[src/hw/rtl/sacl_pkg.sv]
// Shared types, constants and helpers for the set-associative cache level.
package sacl_pkg;

    localparam int unsigned WAYS_DEF        = 4;
    localparam int unsigned SET_COUNT_DEF   = 64;
    localparam int unsigned LINE_OFS_DEF    = 6;
    localparam int unsigned ADDR_W          = 32;
    localparam int unsigned TIME_W          = 32;
    localparam int unsigned COUNT_W         = 16;

    typedef enum logic [1:0] {
        KIND_LOOKUP = 2'd0,
        KIND_FILL   = 2'd1,
        KIND_INVAL  = 2'd2,
        KIND_NOP    = 2'd3
    } kind_t;

    typedef enum logic [1:0] {
        POL_LRU  = 2'd0,
        POL_FIFO = 2'd1,
        POL_LFU  = 2'd2,
        POL_LFU3 = 2'd3
    } policy_t;

    typedef enum logic [1:0] {
        ST_IDLE  = 2'd0,
        ST_READ  = 2'd1,
        ST_CLEAR = 2'd2
    } back_state_t;

    // Number of index bits: smallest b with 2^b >= sets.
    function automatic int unsigned idx_width(input int unsigned sets);
        int unsigned b;
        b = 0;
        while (b < 31 && (32'd1 << b) < sets)
            b++;
        return b;
    endfunction

    function automatic int unsigned clog2_min1(input int unsigned n);
        int unsigned b;
        b = 1;
        while ((32'd1 << b) < n)
            b++;
        return b;
    endfunction

endpackage

[src/hw/rtl/sacl_front.sv]
// Front end: accepts items, decodes set and tag, and queues them for the back end.
module sacl_front #(
    parameter int unsigned SET_COUNT   = sacl_pkg::SET_COUNT_DEF,
    parameter int unsigned LINE_OFS    = sacl_pkg::LINE_OFS_DEF,
    parameter int unsigned SET_W       = sacl_pkg::clog2_min1(SET_COUNT),
    parameter int unsigned TAG_W       = sacl_pkg::ADDR_W
) (
    input  logic                 clk,
    input  logic                 rst_n,
    input  logic                 in_valid,
    input  logic [1:0]           in_kind,
    input  logic [31:0]          in_address,
    input  logic                 in_write,
    output logic                 in_stall,
    output logic                 q_valid,
    output logic [1:0]           q_kind,
    output logic [SET_W-1:0]     q_set,
    output logic [TAG_W-1:0]     q_tag,
    output logic                 q_write,
    input  logic                 q_pop
);

    localparam int unsigned IDX_W = sacl_pkg::idx_width(SET_COUNT);
    localparam int unsigned SH    = LINE_OFS + IDX_W;
    localparam int unsigned QD    = 2;

    logic [1:0]       kind_reg  [QD];
    logic [SET_W-1:0] set_reg   [QD];
    logic [TAG_W-1:0] tag_reg   [QD];
    logic             write_reg [QD];
    logic             wptr_reg, rptr_reg;
    logic [1:0]       cnt_reg;
    logic             push;
    logic [31:0]      line_num;
    logic [SET_W-1:0] set_dec;
    logic [TAG_W-1:0] tag_dec;

    assign line_num = in_address >> LINE_OFS;
    assign set_dec  = SET_W'(line_num % SET_COUNT);
    assign tag_dec  = (SH >= 32) ? '0 : TAG_W'(in_address >> SH);

    assign in_stall = (cnt_reg == 2'd2);
    assign push     = in_valid && !in_stall;
    assign q_valid  = (cnt_reg != 2'd0);
    assign q_kind   = kind_reg[rptr_reg];
    assign q_set    = set_reg[rptr_reg];
    assign q_tag    = tag_reg[rptr_reg];
    assign q_write  = write_reg[rptr_reg];

    always_ff @(posedge clk)
    begin
        if (push)
        begin
            kind_reg[wptr_reg]  <= in_kind;
            set_reg[wptr_reg]   <= set_dec;
            tag_reg[wptr_reg]   <= tag_dec;
            write_reg[wptr_reg] <= in_write;
        end
    end

    always_ff @(posedge clk or negedge rst_n)
    begin
        if (!rst_n)
        begin
            wptr_reg <= 1'b0;
            rptr_reg <= 1'b0;
            cnt_reg  <= 2'd0;
        end
        else
        begin
            if (push)
                wptr_reg <= !wptr_reg;
            if (q_pop)
                rptr_reg <= !rptr_reg;
            cnt_reg <= cnt_reg + 2'(push) - 2'(q_pop);
        end
    end

    assert property (@(posedge clk) disable iff (!rst_n) cnt_reg <= 2'd2)
        else $error("queue count overflow");
    assert property (@(posedge clk) disable iff (!rst_n) q_pop |-> q_valid)
        else $error("pop from empty queue");
    assert property (@(posedge clk) disable iff (!rst_n)
        (push && !q_pop) |=> cnt_reg == $past(cnt_reg) + 2'd1)
        else $error("push lost");

endmodule

[config.mk]
export PLATFORM = sky130hd
export DESIGN_NAME = sacl_front
export DESIGN_NICKNAME = d
export VERILOG_FILES = /design/src/hw/rtl/sacl_pkg.sv /design/src/hw/rtl/sacl_front.sv
export SDC_FILE = /design/constraint.sdc
export NUM_CORES = 1
export LEC_CHECK = 0
export ABC_AREA = 0
export BUFFER_PORTS_ARGS = -buffer_cell sky130_fd_sc_hd__buf_2
export CAP_MARGIN = 15
export CORE_ASPECT_RATIO = 1.75
export CORE_MARGIN = 3
export CORE_UTILIZATION = 45
export DETAILED_ROUTE_END_ITERATION = 10
export PLACE_DENSITY = 0.8
export SETUP_SLACK_MARGIN = 0.4
export SLEW_MARGIN = 20
export SYNTH_ARGS = -nofsm -noshare
export SYNTH_HDL_FRONTEND = slang
export SYNTH_SLANG_ARGS = --single-unit
[constraint.sdc]
create_clock -name clk -period 3.9 [get_ports clk]
set_input_delay 0.78 -clock clk [delete_from_list [all_inputs] [get_ports clk]]
set_output_delay 0.78 -clock clk [all_outputs]
set_load 0.005 [all_outputs]
* Yosys cells after proc, flatten, opt, wreduce, memory -nomap -nowiden
Memories as Yosys holds them, arrays and structs flattened.
Index checks and enable logic that the tools add are counted.
** Storage, ports and cells
- Bits in registers :: 4
- Memory bits (writable) :: 58
- Bits of input ports :: 39
- Output and inout port bits :: 43
- Word-level logic and storage cells :: 17
- Memories :: 4
** Memory list
- tag_reg :: words 2, width 20, read ports 1, clocked after Yosys merged registers in 0, wr ports 1, line sacl_front.sv:29 : logic [TAG_W-1:0] tag_reg [QD];
- set_reg :: words 2, width 6, read ports 1, clocked after Yosys merged registers in 0, wr ports 1, line sacl_front.sv:28 : logic [SET_W-1:0] set_reg [QD];
- kind_reg :: words 2, width 2, read ports 1, clocked after Yosys merged registers in 0, wr ports 1, line sacl_front.sv:27 : logic [1:0] kind_reg [QD];
- write_reg :: words 2, width 1, read ports 1, clocked after Yosys merged registers in 0, wr ports 1, line sacl_front.sv:30 : logic write_reg [QD];
** Cells by class
- Add/subtract/negate cells :: 2
- Equal/unequal tests :: 1
- Multiplexer cells :: 2
- Reductions and logical operators :: 5
** Operators by type and width (count)
- zero test 1 bit :: 3
- adder 2 x 1 -> 2 bit :: 1
- == test 2 bit, second input constant :: 1
- two-way mux 1 bit :: 2
- nonzero test 2 bit :: 1
- subtractor 2 x 1 -> 2 bit :: 1
- logical AND 1 bit :: 1

* Logic depth before layout (Yosys ltp)
Gate-level depths: netlist of run 1.
- Depth in word-level cells :: 5
- Gate-level depth with buffers :: 7
- Mapped depth without buffers :: 7

* Worst setup path after synthesis of run 1
OpenSTA, ideal clock, no wires.
- Path kind :: in2reg
- Start :: input port in_valid
- End :: memory kind_reg[0][0] (enable)
- Setup time :: 0.415 ns
- Arrival :: 2.104 ns
- Required time :: 3.485 ns
- Path slack :: 1.381 ns
- Stages :: 2
- Cell sequence :: nand2_1 > nor2_1
** On the way
- Cells in the longest elaborated chain, start to end :: 3
** RTL lines
- start: declaration :: line sacl_front.sv:10 : input logic in_valid,
- logical AND 1 bit :: line sacl_front.sv:43 : assign push = in_valid && !in_stall;
- two-way mux 1 bit :: line sacl_front.sv:52 : if (push)
- two-way mux 1 bit (implied by the code) :: line sacl_front.sv:54 : kind_reg[wptr_reg] <= in_kind;
- end: declaration :: line sacl_front.sv:27
No other way between the ends.

* Worst setup path in the final report of run 1
- Start :: register rptr_reg
- End :: output port q_tag[11]
** On the way
- Cells in the longest elaborated chain, start to end :: 1
** RTL lines
- start: declaration :: line sacl_front.sv:31 : logic wptr_reg, rptr_reg;
- start signal: assignment :: line sacl_front.sv:74 : rptr_reg <= !rptr_reg;
- memory (2 x 20 bit)
- end: declaration :: line sacl_front.sv:18 : output logic [TAG_W-1:0] q_tag,
No other way between the ends.

==> metrics.yaml, run 1 <==
worstPathArrival_ns: 1.80
powerDensity_mw_per_mm2: 697
htreeDepth: 3
ant_nets: 0
drive_above_1_share: 0.553
cp.required_ns: 3.12
design_area_mm2: 0.00301
avgSynthCellArea_um2: 20.8
fin_crit_sh: 0.662
clk_latency_ns: 0.33
num_rows: 35
cts_buffers: 9
place_hpwl_um: 2730
vias_per_cell: 4.46
crit_path_end_kind: "primary output"
clock_skew_ns: 0.00512
cap_violations: 0
yosysMostFrequentCell: "edfxtp_1"
drc: 0
vias: 1208
die-width_um: 62.3
antenna_found_initial: 0
placed_cells: 255
yosys_register_bits: 62
mappedNetlistArea_mm2: 0.00250
gp_congestion: 0.656
grt_pass1_wl_um: 6270
synth_top_cell_area_share: 0.697
maxSlewViolCount: 0
grt.overflow.total: 0
die_h_um: 105
yosys_warnings: 0
routed_wl_um: 3870
dpl_cell_area_mm2: 0.00284
rsz0062_at_grt: "no"
start_kind: "register"
synth.yosys.seq_area_share: 0.737
synth_edf_count: 58
portBuffers: 63
p_leak_nw: 1.26
cts.sinks: 62
power_frac_seq: 0.497
worst_slew_pin_slew_ns: 0.930
status: "finished clean"
min_path_type: "in -> async"
setup-tns-final_ns: 0
diodes: 0
area_delta_synth_final_pct: 20.3
clkSlewWorstSetupHoldPaths_ns: 0.06
holdBufCountCts: 0
yosys-top-cells-area: "edfxtp_1 (70%), mux2_4 (17%), dfrtp_1 (4.0%)"
grtUsageTotal: 0.132
yosys-top-cells-count: "edfxtp_1 (58), mux2_4 (29), buf_4 (12)"
wl_met3_um: 259
drt_first_iter_violations: 17
clockBufferDepth: 2
largest_register_ffs: 40
async_flop_share: 0.0645
dieArea_mm2: 0.00652
final_nets: 233
internal_power_mw: 1.54
layout_setup_ws_ns: 1.32
dp_slack_ns: 1.58
post-cts-setup-buffers: 0
drtPass1Iterations: 4
cts_tree: "built"
instances_no_fill: 271
maxSlewHeadroom: 0.380
io_pins: 82
ir_drop_mv: 0.561
yosysTopAreaCell: "edfxtp_1"
routedWlPerCell_um: 14.3
initial_core_util: 0.472
power_frac_comb: 0.285
synthFlopType: "edfxtp_1"
coreArea_mm2: 0.00530
path_max_fanout: 30
path_class: "reg -> out"
pwr-share-clk: 0.218
setup_viol: 0
switching_share: 0.265
syn_inst: 120
synth_cell_types: 15
routed.top_layer: "met4"
wirelength_met1_um: 1200
grt_max_degree: 31
finalCriticalPeriod_ns: 2.58
p_sw_mw: 0.556
route.met2.wl_um: 2280
hold_slack_ns: 0.249
first_global_vias: 1307
post_cts_resized: 0
hold_viol: 0
root_buffer: "clkbuf_8"
timing.fmax_mhz: 387
## cell type report
class | instances | area, um^2
fillers | 434 | 2290
clock inverters | 2 | 10.0
flip-flops and latches | 62 | 1840
clock buffers | 14 | 153
repair buffers | 65 | 330
multi-input cells | 52 | 569
inverters | 2 | 7.51
well taps | 74 | 92.6
## power groups by stage
stage	registers [mW]	clock network (mW)	logic (mW)
global placement	1.05	0	0.602
detailed placement	1.06	0	0.613
global route	1.07	0.503	0.649
finish	1.04	0.457	0.598
CTS	1.05	0.475	0.614
floorplan	0.968	0	0.491
## critical path, stage by stage, from the launching register on
cell     delay, ns
dfrtp_2       0.98
mux2_4        0.36
buf_2         0.13
## per-layer routing
metal,up-vias,global-route usage
met3,10,0.0516
met2,44,0.240
met4,0,0.0869
met1,582,0.117
met5,-,0
li1,572,-
## through the flow
| step | total power, mW | utilization |
|---|---|---|
| floorplan | 1.46 | - |
| global placement | 1.65 | 0.536 |
| detailed placement | 1.67 | 0.536 |
| CTS | 2.14 | 0.567 |
| global route | 2.22 | 0.567 |
| finish | 2.10 | 0.567 |
## cell usage in the layout (no fill, tap or decap)
cell,count
nand2b_1,1
xnor2_1,3
ha_1,2
nand2_1,1
conb_1,12
and3_1,1
buf_2,63
or2_2,1
clkbuf_8,10
dfrtp_1,3
xor2_1,1
edfxtp_1,58
buf_4,2
mux2_4,29
dfrtp_2,1
clkinv_2,2
clkbuf_1,4
nor2_2,1
inv_1,2
## kinds of logic (layout without fill, tap and decap cells)
group,after synthesis,in the layout,share of synthesized area
XOR/XNOR,4,4,0.0140
adder cells (fa/ha/maj),2,2,0.0100
flip-flops,62,62,0.737
AND/OR/NAND/NOR,5,5,0.0105
buffers and inverters,17,83,0.0526
multiplexers,29,29,0.174
other,1,12,0.00150
## final timing paths
path	from	to	slack [ns]	cells past startpoint
max	rptr_reg	q_tag[11]	1.32	2
min	rst_n	cnt_reg[0]	0.25	1
max reg2reg	cnt_reg[1]	tag_reg[0][12]	1.96	4
min reg2reg	wptr_reg	wptr_reg	0.52	1
max in group asynchronous	rst_n	rptr_reg	3.52	1
min in group clk	wptr_reg	wptr_reg	0.52	1
(Power assumes the default switching activity.)
==> run 2, diff against run 1 <==
--- a/config.mk
+++ b/config.mk
@@ -12,7 +12,7 @@
 export CORE_MARGIN = 3
 export CORE_UTILIZATION = 45
 export DETAILED_ROUTE_END_ITERATION = 10
-export PLACE_DENSITY = 0.8
+export PLACE_DENSITY = 0.83
 export SETUP_SLACK_MARGIN = 0.4
 export SLEW_MARGIN = 20
 export SYNTH_ARGS = -nofsm -noshare
==> constraint.sdc (replaced) <==
create_clock -name clk -period 2.15 [get_ports clk]
set_input_delay 0.43 -clock clk [delete_from_list [all_inputs] [get_ports clk]]
set_output_delay 0.43 -clock clk [all_outputs]
set_load 0.005 [all_outputs]
==> run 2 against run 1 <==
Effect of this change:
- non-clock buffer count rose by 4
- combinational power increased by 120%
- worst hold slack better by 0.044 ns
- register-to-register slack lost 1.4 ns
- global-route usage shrank 0.18 points
- sequential share of layout area fell by 1.1 points
- worst setup slack got worse by 0.95 ns
- routed wire length down 1.9%
- critical path depth up 1
- clock skew is essentially flat
- final area increased by 1.8%
- highest routed layer unchanged
==> metrics.yaml, run 2 (synthesis gave the netlist of run 1 again) <==
vias: 1208  # unchanged
p_leak_nw: 1.28  # +1.7%
routed.top_layer: "met4"
antenna_found_initial: 0  # unchanged
start_kind: "register"
drt_first_iter_violations: 22  # +5
internal_power_mw: 2.82  # +83%
power_frac_comb: 0.343  # +0.058
path_max_fanout: 17  # -43%
place_hpwl_um: 2780  # +1.5%
hp-start: "in_address[26]"
p_sw_mw: 1.03  # +84%
clkSlewWorstSetupHoldPaths_ns: 0.06  # about the same
initial_core_util: 0.472  # unchanged
clock_skew_ns: 0.00471  # -0.000413 ns
dp_slack_ns: 0.535  # -1.04 ns
r2r_setup_slack_ns: 0.55  # -1.41 ns
drc: 0  # unchanged
regToRegEndpoint: "cnt_reg[1]"
status: "finished clean"
timing.fmax_mhz: 560
maxSlewViolCount: 0  # unchanged
final_nets: 237  # +1.7%
power_frac_seq: 0.456  # -0.041
routed_wl_um: 3800  # -1.9%
routedWlPerCell_um: 13.9  # -3.0%
clk_latency_ns: 0.32  # about the same
r2r_cells: 7  # +3
path_class: "reg -> out"
crit_path_end_kind: "primary output"
cts.sinks: 62  # unchanged
first_global_vias: 1308  # +0.077%
route.met2.wl_um: 2240  # -1.5%
rsz0062_at_grt: "yes"
area_delta_synth_final_pct: 22.5
layout_setup_ws_ns: 0.364  # -0.954 ns
coreArea_mm2: 0.00530  # unchanged
htreeDepth: 3  # unchanged
switching_share: 0.267  # +0.00114
min_path_type: "in -> reg"
cts_tree: "built"
grt_pass1_wl_um: 6220  # -0.78%
cp.required_ns: 1.72  # -1.40 ns
dieArea_mm2: 0.00652  # unchanged
num_rows: 35  # unchanged
drive_above_1_share: 0.550  # -0.00330
die-width_um: 62.3  # unchanged
grt.overflow.total: 0  # unchanged
ir_drop_mv: 0.873  # +56%
drtPass1Iterations: 3  # -1
pwr-share-clk: 0.201  # -0.017
layout_common_cells: "buf_2 (63), edfxtp_1 (58), mux2_4 (29), conb_1 (12), clkbuf_8 (9)"
vias_per_cell: 4.41  # -1.1%
wl_met3_um: 242  # -6.6%
ant_nets: 0  # unchanged
wirelength_met1_um: 1180  # -1.7%
largest_register_ffs: 40  # unchanged
post-cts-setup-buffers: 0  # unchanged
setup_viol: 0  # unchanged
min_delay_worst_endpoint: "tag_reg[0][14]"
fillers: 431  # -0.69%
grtUsageTotal: 0.130  # -0.00178
diodes: 0  # unchanged
die_h_um: 105  # unchanged
gp_congestion: 0.703  # +7.1%
portBuffers: 63  # unchanged
fin_crit_sh: 0.831
powerDensity_mw_per_mm2: 1260  # +80%
root_buffer: "clkbuf_8"
layout_commonest_cell: "buf_2"
finalCriticalPeriod_ns: 1.79
io_pins: 82  # unchanged
clockBufferDepth: 2  # unchanged
r2r_start: "cnt_reg[1]"
hold_depth: 1
worstPathArrival_ns: 1.36  # -0.44 ns
grt_max_degree: 18  # -42%
cts_buffers: 9  # unchanged
setup-tns-final_ns: 0  # unchanged
hold_viol: 0  # unchanged
cap_violations: 0  # unchanged
-- run 2: cell count changes in the layout (fill, tap and decap cells not counted), sizes merged --
cell and change:
buf +3, clkbuf -2, clkinv +1, dlygate4sd3 +1
-- run 2: repair_timing --
item	CTS	global route
setup endpoints to repair	29	29
hold buffers	1	0
endpoints found under the hold margin	4	0
resized for setup	5	0
-- run 2: worst max-delay path, stage by stage (launching register included) --
cell and delay [ns]:
dfrtp_2 0.43, buf_12 0.17, mux2_4 0.30, buf_2 0.13
-- run 2: worst max-delay path by stage --
stage	slack (ns)	cells after the start	from	to
3_5_place_dp	0.53	7	cnt_reg[1]	cnt_reg[1]
6_report	0.36	3	rptr_reg	q_tag[16]
4_1_cts	0.33	3	rptr_reg	q_tag[8]
2_1_floorplan	0.50	2	cnt_reg[1]	kind_reg[1][0]
3_3_place_gp	0.59	4	cnt_reg[1]	tag_reg[0][17]
5_1_grt	0.30	3	rptr_reg	q_tag[8]
-- run 2: power groups by stage --
stage	Combinational [mW]	Sequential, mW	Clock, mW
after floorplan	0.899	1.76	0
after global placement	1.29	1.75	0
after detailed placement	1.31	1.77	0
after CTS	1.35	1.76	0.808
after global routing	1.43	1.79	0.876
final	1.32	1.75	0.774
-- run 2: cell type report --
| class | instances | area [um^2] | area share |
|---|---|---|---|
| sequential | 62 | 1840 | 0.602 |
| multi-input combinational | 52 | 574 | 0.188 |
| timing repair buffer | 69 | 395 | 0.129 |
| clock buffer | 12 | 135 | 0.0442 |
| tap | 74 | 92.6 | 0.0303 |
| clock inverter | 3 | 12.5 | 0.00409 |
| inverter | 2 | 7.51 | 0.00245 |
-- run 2: layer usage --
layer  up-vias  global-route usage
li1        578                   -
met1       573               0.117
met2        44               0.232
met3        13              0.0516
met4         0              0.0885
met5         -                   0
-- run 2: stage by stage --
| step | instance area [um^2] | std cells | hold slack (ns) | power, mW | util |
|---|---|---|---|---|---|
| floorplan | 2550 | 131 | 0.134 | 2.65 | - |
| global placement | 2880 | 258 | 0.242 | 3.04 | 0.544 |
| detailed placement | 2880 | 258 | 0.244 | 3.08 | 0.544 |
| CTS | 3060 | 274 | 0.270 | 3.92 | 0.578 |
| global route | 3060 | 274 | 0.268 | 4.09 | 0.578 |
| finish | 3060 | 274 | 0.294 | 3.85 | 0.578 |
==> run 3, diff against run 2 <==
==> constraint.sdc (replaced) <==
create_clock -name clk -period 1.6 [get_ports clk]
set_input_delay 0.32 -clock clk [delete_from_list [all_inputs] [get_ports clk]]
set_output_delay 0.32 -clock clk [all_outputs]
set_load 0.005 [all_outputs]
==> run 3 against run 2 <==
Effect of this change:
- the flow now finishes with violations (setup timing)
- critical path depth stayed put
- worst hold slack lost 0.13 ns
- final cell count increased by 8.4%
- global-route usage grew 2.8 points
- core utilization is 13 points higher
- sequential share of layout area shrank 11 points
- non-clock buffer count up 22
- sequential power is 36% higher
- total power is 83% higher
- first-iteration DRC count up 59%
- critical path type unchanged
- critical endpoint is now q_tag[15]
==> metrics.yaml, run 3 (synthesis gave the netlist of run 1 again) <==
routed_wl_um: 4920  # +29%
grt_pass1_wl_um: 7490  # +20%
instances_no_fill: 297  # +8.4%
htreeDepth: 3  # unchanged
root_buffer: "clkbuf_8"
area_delta_synth_final_pct: 50.7
coreArea_mm2: 0.00530  # unchanged
hold_viol: 0  # unchanged
drive_above_1_share: 0.646  # +0.0957
violations: "setup timing"
grtUsageTotal: 0.158  # +0.0278
cts.sinks: 62  # unchanged
vias: 1369  # +13%
worstPathArrival_ns: 1.38  # +0.02 ns
drc: 0  # unchanged
initial_core_util: 0.472  # unchanged
num_rows: 35  # unchanged
path_max_fanout: 15  # -2
io_pins: 82  # unchanged
ant_nets: 0  # unchanged
diodes: 0  # unchanged
portBuffers: 63  # unchanged
gp_congestion: 0.710  # +1.0%
hold_slack_ns: 0.168  # -0.126 ns
vias_per_cell: 4.61  # +4.6%
clockBufferDepth: 2  # unchanged
clkSlewWorstSetupHoldPaths_ns: 0.07  # about the same
min_path_type: "in -> reg"
setup_viol: 29  # +29
p_leak_nw: 1.57  # +23%
layout_commonest_cell: "edfxtp_1"
clk_latency_ns: 0.34  # +0.02 ns
cts_tree: "built"
die-width_um: 62.3  # unchanged
crit_path_end_kind: "primary output"
first_global_vias: 1472  # +13%
cap_violations: 0  # unchanged
antenna_found_initial: 0  # unchanged
dp_slack_ns: 0.0876  # -0.447 ns
layout_common_cells: "edfxtp_1 (58), buf_6 (39), buf_2 (32), mux2_4 (29), conb_1 (12)"
fin_crit_sh: 1.06
die_h_um: 105  # unchanged
grt_max_degree: 16  # -2
timing.fmax_mhz: 587
layout_setup_ws_ns: -0.103  # -0.468 ns
setup-tns-final_ns: -2.61  # -2.61 ns
maxSlewViolCount: 0  # unchanged
drt_first_iter_violations: 35  # +59%
path_class: "reg -> out"
grt.overflow.total: 0  # unchanged
clock_skew_ns: 0.00855  # +0.00384 ns
final_nets: 259  # +9.3%
largest_register_ffs: 40  # unchanged
start_kind: "register"
finalCriticalPeriod_ns: 1.70
cts_buffers: 9  # unchanged
powerDensity_mw_per_mm2: 1870  # +49%
utilization: 0.711  # +0.133
dieArea_mm2: 0.00652  # unchanged
rsz0062_at_grt: "yes"
placed_cells: 258  # unchanged
status: "finished with violations"
routedWlPerCell_um: 16.6  # +19%
drtPass1Iterations: 4  # +1
place_hpwl_um: 2860  # +2.9%
ir_drop_mv: 1.21  # +39%
r2r_setup_slack_ns: 0.14  # -0.41 ns
cp.required_ns: 1.28  # -0.44 ns
-- run 3: cell count changes in the layout (fill, tap and decap cells not counted), sizes merged --
cell / previous run / this run
bufinv: 0 / 2
buf: 68 / 89
-- run 3: where the power goes --
| part | internal (mW) | switching (mW) |
|---|---|---|
| clock | 0.867 | 0.556 |
| sequential | 2.23 | 0.152 |
| combinational | 2.13 | 1.11 |
-- run 3: critical path, cell delays in order, from the launching register on --
cell     delay, ns
dfrtp_2       0.44
buf_12        0.17
mux2_4        0.31
buf_6         0.12
-- run 3: cell type report --
class / count / area [um^2]
inverter: 2 / 7.51
tap: 74 / 92.6
clock inverter: 5 / 73.8
sequential: 62 / 1840
fill: 332 / 1530
timing repair buffer: 91 / 970
multi-input combinational: 52 / 648
clock buffer: 11 / 131
-- run 3: through the flow --
stage | total power, mW | cell area [um^2]
after floorplan | 3.57 | 2550
after global placement | 4.15 | 2910
after detailed placement | 4.20 | 2910
after CTS | 6.71 | 3620
after global routing | 7.39 | 3770
final | 7.05 | 3770
-- run 3: worst paths after layout --
| path | start | end | depth (start not counted) |
|---|---|---|---|
| max in group asynchronous | rst_n | rptr_reg | 2 |
| max | rptr_reg | q_tag[15] | 3 |
| max reg2reg | cnt_reg[0] | tag_reg[1][2] | 6 |
| min reg2reg | wptr_reg | wptr_reg | 1 |
| min | in_address[25] | tag_reg[1][13] | 1 |
| min in group asynchronous | rst_n | wptr_reg | 2 |
-- run 3: routing by layer --
layer / vias up / wire [um] / GRT usage
met2: 43 / 3020 / 0.288
li1: 627 / - / -
met3: 11 / 232 / 0.0473
met5: - / 0 / 0
met4: 0 / 92 / 0.0806
met1: 688 / 1570 / 0.160
-- run 3: what timing repair did --
action                                  CTS  global route
buffers inserted                         12             5
endpoints found under the setup margin   86            91
hold endpoints to repair                  4             0
hold buffers                              1             0
gates resized for setup                  51            12
cloned                                    4             1
pin swaps                                 8             6
